**src/rtl/tks_pkg.sv**
```systemverilog
`timescale 1ns / 1ps
// Package for the touch key scanner: field widths, register indexes and
// the per-key note table. No dependencies.
package tks_pkg;

  localparam int COUNT_W     = 16;  // sensor_count field width
  localparam int CHAN_W      = 3;   // channel / key field width
  localparam int PERIOD_W    = 8;
  localparam int DUTY_W      = 10;
  localparam int THRESH_W    = 16;
  localparam int LIMIT_W     = 8;
  localparam int CFG_IDX_W   = 1;
  localparam int CFG_DATA_W  = 16;
  localparam int TABLE_KEYS  = 7;
  localparam int MAX_CHANS   = 8;   // channel field wraps after eight

  localparam int DEF_NUM_KEYS   = 7;
  localparam int DEF_COUNT_BITS = 16;

  localparam logic [LIMIT_W-1:0]  LIMIT_RESET  = 8'd13;
  localparam logic [THRESH_W-1:0] THRESH_RESET = 16'd0;

  typedef logic [CHAN_W-1:0]    chan_t;
  typedef logic [PERIOD_W-1:0]  period_t;
  typedef logic [DUTY_W-1:0]    duty_t;
  typedef logic [CFG_IDX_W-1:0] cfg_idx_t;

  localparam cfg_idx_t CFG_TOUCH_THRESHOLD = 1'b0;
  localparam cfg_idx_t CFG_RELEASE_LIMIT   = 1'b1;

  // One result item.
  typedef struct packed {
    chan_t   scanned_channel;
    logic    touched;
    logic    note_load;
    logic    note_playing;
    chan_t   note_key;
    period_t tone_period;
    duty_t   tone_duty;
    chan_t   next_channel;
  } result_t;

  function automatic period_t period_of(chan_t key);
    period_t p;
    case (key)
      3'd0:    p = 8'd126;
      3'd1:    p = 8'd141;
      3'd2:    p = 8'd158;
      3'd3:    p = 8'd178;
      3'd4:    p = 8'd188;
      3'd5:    p = 8'd212;
      3'd6:    p = 8'd238;
      default: p = '0;
    endcase
    return p;
  endfunction

  function automatic duty_t duty_of(chan_t key);
    duty_t d;
    case (key)
      3'd0:    d = 10'd253;
      3'd1:    d = 10'd283;
      3'd2:    d = 10'd317;
      3'd3:    d = 10'd357;
      3'd4:    d = 10'd377;
      3'd5:    d = 10'd425;
      3'd6:    d = 10'd477;
      default: d = '0;
    endcase
    return d;
  endfunction

endpackage

```
**src/rtl/tks_if.sv**
```systemverilog
`timescale 1ns / 1ps
// Valid/ready channel interfaces for the count input and the scan result.
// Depends on tks_pkg for field widths.
interface tks_in_if;
  logic                         valid;
  logic                         ready;
  logic [tks_pkg::COUNT_W-1:0]  sensor_count;

  modport source (output valid, output sensor_count, input ready);
  modport sink   (input valid, input sensor_count, output ready);
endinterface

interface tks_out_if;
  logic            valid;
  logic            ready;
  tks_pkg::chan_t   scanned_channel;
  logic            touched;
  logic            note_load;
  logic            note_playing;
  tks_pkg::chan_t   note_key;
  tks_pkg::period_t tone_period;
  tks_pkg::duty_t   tone_duty;
  tks_pkg::chan_t   next_channel;

  modport source (output valid, output scanned_channel, output touched,
                  output note_load, output note_playing, output note_key,
                  output tone_period, output tone_duty, output next_channel,
                  input ready);
  modport sink   (input valid, input scanned_channel, input touched,
                  input note_load, input note_playing, input note_key,
                  input tone_period, input tone_duty, input next_channel,
                  output ready);
endinterface

```
**src/rtl/touch_key_scan_note_select.sv**
```systemverilog
`timescale 1ns / 1ps
// Touch key scanner with note selection: top level.
// Depends on tks_pkg and the channel interfaces in tks_if.sv.
//
// A result passes through the input register, then the result register; one
//   count per cycle sustained while the result side holds ready high.
// The input register and the result register decouple the two sides, so a
//   count is still taken while one finished result waits downstream.
// Reset (rst_n low, synchronous): no note sounding, scan at channel 0,
//   threshold 0, release limit 13, both pipeline stages empty.
module touch_key_scan_note_select #(
  parameter int NUM_KEYS   = tks_pkg::DEF_NUM_KEYS,
  parameter int COUNT_BITS = tks_pkg::DEF_COUNT_BITS
) (
  input  logic                         clk,
  input  logic                         rst_n,
  tks_in_if.sink                       in_ch,
  tks_out_if.source                    out_ch,
  input  logic                         cfg_we,
  input  tks_pkg::cfg_idx_t            cfg_index,
  input  logic [tks_pkg::CFG_DATA_W-1:0] cfg_wdata
);

  // Channels scanned; the channel field only holds eight.
  localparam int SCAN_LEN = (NUM_KEYS > tks_pkg::MAX_CHANS) ? tks_pkg::MAX_CHANS
                                                             : NUM_KEYS;
  localparam tks_pkg::chan_t LAST_CHAN = tks_pkg::CHAN_W'(SCAN_LEN - 1);
  localparam tks_pkg::chan_t NO_TABLE  = tks_pkg::CHAN_W'(tks_pkg::TABLE_KEYS);
  // Only the low COUNT_BITS of a count are compared.
  localparam logic [tks_pkg::COUNT_W-1:0] COUNT_MASK =
      (COUNT_BITS >= tks_pkg::COUNT_W) ? {tks_pkg::COUNT_W{1'b1}}
                                       : tks_pkg::COUNT_W'((64'd1 << COUNT_BITS) - 64'd1);

  // ---------------------------------------------------------------------
  // Configuration registers
  // ---------------------------------------------------------------------
  logic [tks_pkg::THRESH_W-1:0] threshold_r;
  logic [tks_pkg::LIMIT_W-1:0]  limit_r;

  always_ff @(posedge clk) begin
    if (!rst_n) begin
      threshold_r <= tks_pkg::THRESH_RESET;
      limit_r     <= tks_pkg::LIMIT_RESET;
    end else if (cfg_we) begin
      case (cfg_index)
        tks_pkg::CFG_TOUCH_THRESHOLD: threshold_r <= cfg_wdata[tks_pkg::THRESH_W-1:0];
        tks_pkg::CFG_RELEASE_LIMIT:   limit_r     <= cfg_wdata[tks_pkg::LIMIT_W-1:0];
        default: ;
      endcase
    end
  end

  // ---------------------------------------------------------------------
  // Stage handshake: input register feeds the result register.
  // ---------------------------------------------------------------------
  logic                         in_valid_r;
  logic [tks_pkg::COUNT_W-1:0]  count_r;
  logic                         out_valid_r;
  tks_pkg::result_t             res_r;
  tks_pkg::result_t             res_nxt;

  logic step;      // input register hands its count to the result register
  logic in_xfer;   // a count transfer on the input channel

  assign step      = in_valid_r && (!out_valid_r || out_ch.ready);
  assign in_ch.ready = !in_valid_r || step;
  assign in_xfer   = in_ch.valid && in_ch.ready;

  always_ff @(posedge clk) begin
    if (!rst_n) begin
      in_valid_r <= 1'b0;
    end else if (in_ch.ready) begin
      in_valid_r <= in_ch.valid;
    end
  end

  // Payload: hold while the stage stalls.
  always_ff @(posedge clk) begin
    if (in_xfer) begin
      count_r <= in_ch.sensor_count & COUNT_MASK;
    end
  end

  // ---------------------------------------------------------------------
  // Scanner state
  // ---------------------------------------------------------------------
  tks_pkg::chan_t               scan_chan_r,   scan_chan_nxt;
  tks_pkg::chan_t               active_key_r,  active_key_nxt;
  logic                         key_valid_r,   key_valid_nxt;
  logic [tks_pkg::LIMIT_W-1:0]  rel_cnt_r,     rel_cnt_nxt;
  tks_pkg::period_t             period_r,      period_nxt;
  tks_pkg::duty_t               duty_r,        duty_nxt;

  logic                         touch;
  logic                         load;
  logic [tks_pkg::LIMIT_W-1:0]  rel_inc;

  always_comb begin
    touch   = count_r < threshold_r;
    // Start a note only on a key with a table entry that is not sounding.
    load    = touch && (scan_chan_r < NO_TABLE)
              && !(key_valid_r && (active_key_r == scan_chan_r));
    rel_inc = rel_cnt_r + 1'b1;

    active_key_nxt = active_key_r;
    key_valid_nxt  = key_valid_r;
    period_nxt     = period_r;
    duty_nxt       = duty_r;
    rel_cnt_nxt    = rel_cnt_r;

    if (load) begin
      active_key_nxt = scan_chan_r;
      key_valid_nxt  = 1'b1;
      period_nxt     = tks_pkg::period_of(scan_chan_r);
      duty_nxt       = tks_pkg::duty_of(scan_chan_r);
    end

    if (touch) begin
      rel_cnt_nxt = '0;
    end else if (rel_inc == limit_r) begin
      // Release: silence the note and forget the key.
      key_valid_nxt = 1'b0;
      rel_cnt_nxt   = '0;
    end else begin
      rel_cnt_nxt = rel_inc;
    end

    // Advance the scan, wrapping after the last channel.
    scan_chan_nxt = (scan_chan_r == LAST_CHAN) ? '0 : scan_chan_r + 1'b1;

    res_nxt.scanned_channel = scan_chan_r;
    res_nxt.touched         = touch;
    res_nxt.note_load       = load;
    res_nxt.note_playing    = key_valid_nxt;
    res_nxt.note_key        = key_valid_nxt ? active_key_nxt : '0;
    res_nxt.tone_period     = period_nxt;
    res_nxt.tone_duty       = duty_nxt;
    res_nxt.next_channel    = scan_chan_nxt;
  end

  always_ff @(posedge clk) begin
    if (!rst_n) begin
      scan_chan_r  <= '0;
      active_key_r <= '0;
      key_valid_r  <= 1'b0;
      rel_cnt_r    <= '0;
      period_r     <= '0;
      duty_r       <= '0;
    end else if (step) begin
      scan_chan_r  <= scan_chan_nxt;
      active_key_r <= active_key_nxt;
      key_valid_r  <= key_valid_nxt;
      rel_cnt_r    <= rel_cnt_nxt;
      period_r     <= period_nxt;
      duty_r       <= duty_nxt;
    end
  end

  // ---------------------------------------------------------------------
  // Result register
  // ---------------------------------------------------------------------
  always_ff @(posedge clk) begin
    if (!rst_n) begin
      out_valid_r <= 1'b0;
    end else if (!out_valid_r || out_ch.ready) begin
      out_valid_r <= in_valid_r;
    end
  end

  always_ff @(posedge clk) begin
    if (step) begin
      res_r <= res_nxt;
    end
  end

  assign out_ch.valid           = out_valid_r;
  assign out_ch.scanned_channel = res_r.scanned_channel;
  assign out_ch.touched         = res_r.touched;
  assign out_ch.note_load       = res_r.note_load;
  assign out_ch.note_playing    = res_r.note_playing;
  assign out_ch.note_key        = res_r.note_key;
  assign out_ch.tone_period     = res_r.tone_period;
  assign out_ch.tone_duty       = res_r.tone_duty;
  assign out_ch.next_channel    = res_r.next_channel;

  // ---------------------------------------------------------------------
  // Checks
  // ---------------------------------------------------------------------
  // A started note is always a touched, sounding note.
  a_load_implies_play: assert property (@(posedge clk) disable iff (!rst_n)
      out_valid_r |-> (!res_r.note_load || (res_r.touched && res_r.note_playing)))
    else $error("note_load without touch or playing");

  // Silent results report key zero.
  a_silent_key_zero: assert property (@(posedge clk) disable iff (!rst_n)
      (out_valid_r && !res_r.note_playing) |-> (res_r.note_key == '0))
    else $error("note_key nonzero while silent");

  // The scan pointer stays inside the scanned range.
  a_scan_range: assert property (@(posedge clk) disable iff (!rst_n)
      scan_chan_r <= LAST_CHAN)
    else $error("scan channel out of range");

  // Scanner state moves only when a count leaves the input register.
  a_state_holds: assert property (@(posedge clk) disable iff (!rst_n)
      !step |=> $stable(scan_chan_r) && $stable(key_valid_r) && $stable(rel_cnt_r))
    else $error("scanner state changed without a count");

endmodule

```
**src/flat_wrapper.sv**
```systemverilog
// flat-port wrapper written by rule: the top's interface ports become plain ports
module touch_key_scan_note_select_flat 
#(
  parameter int NUM_KEYS   = tks_pkg::DEF_NUM_KEYS,
  parameter int COUNT_BITS = tks_pkg::DEF_COUNT_BITS
)
  (clk, rst_n, cfg_we, cfg_index, cfg_wdata, in_ch_valid, in_ch_sensor_count, in_ch_ready, out_ch_valid, out_ch_scanned_channel, out_ch_touched, out_ch_note_load, out_ch_note_playing, out_ch_note_key, out_ch_tone_period, out_ch_tone_duty, out_ch_next_channel, out_ch_ready);
  tks_in_if in_ch_i ();
  tks_out_if out_ch_i ();
  input  logic clk;
  input  logic rst_n;
  input  logic cfg_we;
  input  tks_pkg::cfg_idx_t cfg_index;
  input  logic [tks_pkg::CFG_DATA_W-1:0] cfg_wdata;
  input wire logic [$bits(in_ch_i.valid)-1:0] in_ch_valid;
  input wire logic [$bits(in_ch_i.sensor_count)-1:0] in_ch_sensor_count;
  output wire logic [$bits(in_ch_i.ready)-1:0] in_ch_ready;
  output wire logic [$bits(out_ch_i.valid)-1:0] out_ch_valid;
  output wire logic [$bits(out_ch_i.scanned_channel)-1:0] out_ch_scanned_channel;
  output wire logic [$bits(out_ch_i.touched)-1:0] out_ch_touched;
  output wire logic [$bits(out_ch_i.note_load)-1:0] out_ch_note_load;
  output wire logic [$bits(out_ch_i.note_playing)-1:0] out_ch_note_playing;
  output wire logic [$bits(out_ch_i.note_key)-1:0] out_ch_note_key;
  output wire logic [$bits(out_ch_i.tone_period)-1:0] out_ch_tone_period;
  output wire logic [$bits(out_ch_i.tone_duty)-1:0] out_ch_tone_duty;
  output wire logic [$bits(out_ch_i.next_channel)-1:0] out_ch_next_channel;
  input wire logic [$bits(out_ch_i.ready)-1:0] out_ch_ready;
  assign in_ch_i.valid = in_ch_valid;
  assign in_ch_i.sensor_count = in_ch_sensor_count;
  assign in_ch_ready = in_ch_i.ready;
  assign out_ch_valid = out_ch_i.valid;
  assign out_ch_scanned_channel = out_ch_i.scanned_channel;
  assign out_ch_touched = out_ch_i.touched;
  assign out_ch_note_load = out_ch_i.note_load;
  assign out_ch_note_playing = out_ch_i.note_playing;
  assign out_ch_note_key = out_ch_i.note_key;
  assign out_ch_tone_period = out_ch_i.tone_period;
  assign out_ch_tone_duty = out_ch_i.tone_duty;
  assign out_ch_next_channel = out_ch_i.next_channel;
  assign out_ch_i.ready = out_ch_ready;
  touch_key_scan_note_select #(.NUM_KEYS(NUM_KEYS), .COUNT_BITS(COUNT_BITS)) u_core (.clk(clk), .rst_n(rst_n), .in_ch(in_ch_i), .out_ch(out_ch_i), .cfg_we(cfg_we), .cfg_index(cfg_index), .cfg_wdata(cfg_wdata));
endmodule
```
**config.mk**
```make
export PLATFORM = sky130hd
export DESIGN_NAME = touch_key_scan_note_select_flat
export DESIGN_NICKNAME = d
export VERILOG_FILES = /design/src/rtl/tks_pkg.sv /design/src/rtl/tks_if.sv /design/src/rtl/touch_key_scan_note_select.sv /design/src/flat_wrapper.sv
export SDC_FILE = /design/constraint.sdc
export NUM_CORES = 1
export LEC_CHECK = 0
export ABC_CLOCK_PERIOD_IN_PS = 2900
export BUFFER_PORTS_ARGS = -buffer_cell sky130_fd_sc_hd__buf_2
export CORE_MARGIN = 2
export CORE_UTILIZATION = 30
export CTS_BUF_LIST = sky130_fd_sc_hd__clkbuf_8
export DETAILED_ROUTE_END_ITERATION = 10
export PLACE_DENSITY_LB_ADDON = 0.12
export SETUP_SLACK_MARGIN = 0.5
export SLEW_MARGIN = 20
export SYNTH_ARGS = -nofsm -noshare
export SYNTH_HDL_FRONTEND = slang
export SYNTH_SLANG_ARGS = --single-unit
```
**constraint.sdc**
```tcl
create_clock -name clk -period 2.9 [get_ports clk]
set_input_delay 0.29 -clock clk [delete_from_list [all_inputs] [get_ports clk]]
set_output_delay 0.29 -clock clk [all_outputs]
set_load 0.02 [all_outputs]
```
==> flow_summary_export.csv <==
group,metric,value,unit
finish,nNetsFinal,598,
finish,fin_area,0.005660,mm2
clocking,postCtsHoldBufs,0,
logic_synthesis,ys_seq_area_frac,0.5437,
floorplanning,dieArea,0.01673,mm2
finish,seq_area,0.002565,mm2
logic_synthesis,async_flop_share,0,
logic_synthesis,yosysTopAreaCell,"edfxtp_1",
routing,vias,3466,
setup_path,endpoint_kind,"register",
timing,slew_headroom,0.4771,
global_route,grt_pass1_wl,17.15,mm
clocking,cts_max_level,3,
routing,vias_per_cell,4.561,
setup_path,criticalPathCategory,"reg -> reg",
placed_design,place_area,0.005300,mm2
finish,drive_gt1_frac,0.2477,
timing,period_share,0.8087,
routing,ant_nets,0,
timing,clock_skew,8.948,ps
power,ir_worst_vdd,0.2724,mV
logic_synthesis,ys.flop_type,"dfxtp_1",
floorplanning,die-width,129.3,um
setup_path,arrival,2490,ps
clocking,clock-sinks,105,
logic_synthesis,syn_inst,468,
timing,setup_viol,0,
floorplanning,fp.dieH,129.3,um
clocking,clock_latency,380,ps
floorplanning,placementRows,45,
finish,diodes,0,
timing,maxSlewViolCount,0,
setup_path,rr_startpoint,"u_core.count_r[14]$_DFFE_PP_",
logic_synthesis,avgSynthCellArea,10.07,um2
setup_path,worst-path-max-fanout,18,
global_route,grt.total_usage,0.1317,
finish,area_growth,20.10,%
logic_synthesis,syn_nets,522,
min_path,holdCritPathClass,"in -> reg",
finish,multi_input_area,0.001988,mm2
timing,fin_crit,2345,ps
clocking,clk_pin_slew,110,ps
min_path,holdCritStartpoint,"in_ch_sensor_count[7]",
timing,rsz0062_at_grt,"true",
floorplanning,core,0.01526,mm2
routing,drt-total-wl,10.42,mm
timing,worst_pin_slew,784.4,ps
run_status,outcome,"finished clean",
flow_run,drv_cap,0,
setup_path,crit_path_start_kind,"register",
clocking,clockBufferDepth,2,
routing,drt-pass1-iter-count,4,
logic_synthesis,synthDistinctLibCells,48,
clocking,cts_tree,"yes",
global_route,antenna_found_initial,0,
routing,drtIter0Drc,125,
finish,fillers,1552,
global_route,grt_pass1_vias,3464,
clocking,cts_root_buffer,"clkbuf_8",
logic_synthesis,synth.top_cell.area_share,0.2931,
power,power_density,543.6,mW/mm2
placed_design,gp_congestion,0.7534,
global_route,overflow,0,
logic_synthesis,synth-edff-count,46,
timing,setup_tns,0,ps
logic_synthesis,synth-seq-cells,105,
logic_synthesis,synth_area_leaders,"edfxtp_1 29%, dfxtp_1 25%, nand2_1 8.1%",
routing,wl_per_cell,13.72,um
setup_path,required,3040,ps
timing,fmax,426.4,MHz
clocking,cts_made_buffers,9,
setup_path,rrSetupSlack,550,ps
timing,hold_viol_final,0,
floorplanning,io_pins,70,
setup_path,cp-startpoint,"u_core.count_r[14]$_DFFE_PP_",
placed_design,dp_hpwl,7.011,mm
floorplanning,start_util,0.3089,
power,leakage,2.140,nW
logic_synthesis,yosysWarnings,0,
global_route,grt_max_degree,37,
placed_design,portBuffers,69,
logic_synthesis,synth_area,0.004713,mm2
routing,route.detailed.drc,0,
==> cell usage in the layout (no fill, tap or decap), types with 4 or more instances in the layout <==
master	count
nand3_1	11
o211ai_1	7
dfxtp_1	57
nor3_1	9
nand4_1	6
edfxtp_1	46
nand2_1	102
and2_1	7
o21ai_0	13
nand2b_1	5
xor2_1	7
buf_4	16
buf_2	69
nor2_1	14
mux2i_1	19
ha_1	15
xnor2_1	6
mux2_2	16
inv_1	20
buf_6	4
o21ai_1	4
clkbuf_8	9
nor2b_1	6
a21oi_1	39
==> sequential cells by signal, indices dropped and copies added, names as in the netlist <==
name	cells
u_core.out_ch.tone_duty	10
u_core.scan_chan_r	3
u_core.out_ch.next_channel	3
u_core.rel_cnt_r	8
u_core.out_ch.note_key	3
u_core.out_ch.note_load	1
u_core.in_valid_r	1
u_core.out_ch.valid	1
u_core.limit_r	8
u_core.out_ch.note_playing	1
u_core.active_key_r	3
u_core.threshold_r	16
u_core.key_valid_r	1
u_core.out_ch.touched	1
u_core.period_r	8
u_core.duty_r	10
u_core.out_ch.tone_period	8
u_core.count_r	16
u_core.out_ch.scanned_channel	3
==> stage by stage <==
step | power, W | setup slack (ps) | utilization | hold slack, ps | std cells
2_1_floorplan | 0.001975 | 506.5 | - | 388.9 | 468
3_3_place_gp | 0.002102 | 139.0 | 0.3474 | 414.1 | 734
3_5_place_dp | 0.002109 | 44.33 | 0.3474 | 419.6 | 734
4_1_cts | 0.003117 | 481.1 | 0.3652 | 46.36 | 753
5_1_grt | 0.003257 | 427.7 | 0.3710 | 42.70 | 760
6_report | 0.003077 | 554.7 | 0.3710 | 72.30 | 760
==> power by group <==
part	switching [W]	total (W)	leakage (nW)	internal, W
combinational	0.000248	0.000429	1.12	0.000181
sequential	0.0000358	0.00167	0.921	0.00163
clock	0.000561	0.000978	0.101	0.000417
==> area by class of cell <==
type,count,share of cell area
Inverter,21,0.01393
Multi-Input combinational cell,316,0.3512
Timing Repair Buffer,91,0.09726
Clock inverter,7,0.01592
Clock buffer,9,0.02188
Tap cell,211,0.04664
Sequential cell,105,0.4531
==> synth_stat cells, types with 2 or more instances <==
library cell	instances
a21oi_1	40
and2_1	7
and3b_1	2
buf_2	3
buf_6	2
clkbuf_1	19
dfxtp_1	59
edfxtp_1	46
ha_1	16
inv_1	20
mux2_2	16
mux2i_1	19
nand2_1	102
nand2b_1	5
nand3_1	11
nand4_1	6
nor2_1	14
nor2b_1	6
nor3_1	10
nor4_1	3
o211ai_1	7
o21a_1	2
o21ai_0	13
o21ai_1	4
or3_1	2
xnor2_1	6
xor2_1	7
==> routing by layer <==
layer | routed length [um] | global-route usage
met1 | 4982 | 0.1647
met2 | 4774 | 0.2170
met3 | 499 | 0.03675
met4 | 167 | 0.04987
met5 | 0 | 0
==> cells by family (layout without fill, tap and decap cells) <==
logic type                 Yosys count  in the layout  share of synthesized area
adders and majority gates           16             16                    0.04247
buffers and inverters               47            128                    0.04167
muxes                               35             35                    0.07858
AOI/OAI and AO/OA                   74             74                    0.09344
DFF                                105            105                     0.5437
xor gates and xnor gates            13             13                    0.02416
and+or+nand+nor                    178            178                     0.1760
==> worst max-delay path: stages (launching register included) <==
cell	delay, ps
edfxtp_1	380
ha_1	330
nand4_1	130
nor4_2	260
buf_4	140
o211ai_1	80
o211ai_2	140
nor3_4	70
buf_12	190
buf_4	140
or2_2	260
==> path summary, 6_finish.rpt <==
kind	end	cells after the start
max reg2reg	u_core.out_ch.tone_duty[0]$_DFFE_PP_	10
min reg2reg	u_core.duty_r[9]$_SDFFE_PN0P_	2
min	u_core.count_r[7]$_DFFE_PP_	1
max	u_core.out_ch.tone_duty[0]$_DFFE_PP_	10
==> what timing repair did <==
item	in CTS	in global routing
endpoints found under the hold margin	0	0
resized for setup	4	10
endpoints found under the setup margin	44	43
buffers inserted	3	5
cloned	0	2
pin swaps	5	6
(Power assumes the default switching activity.)
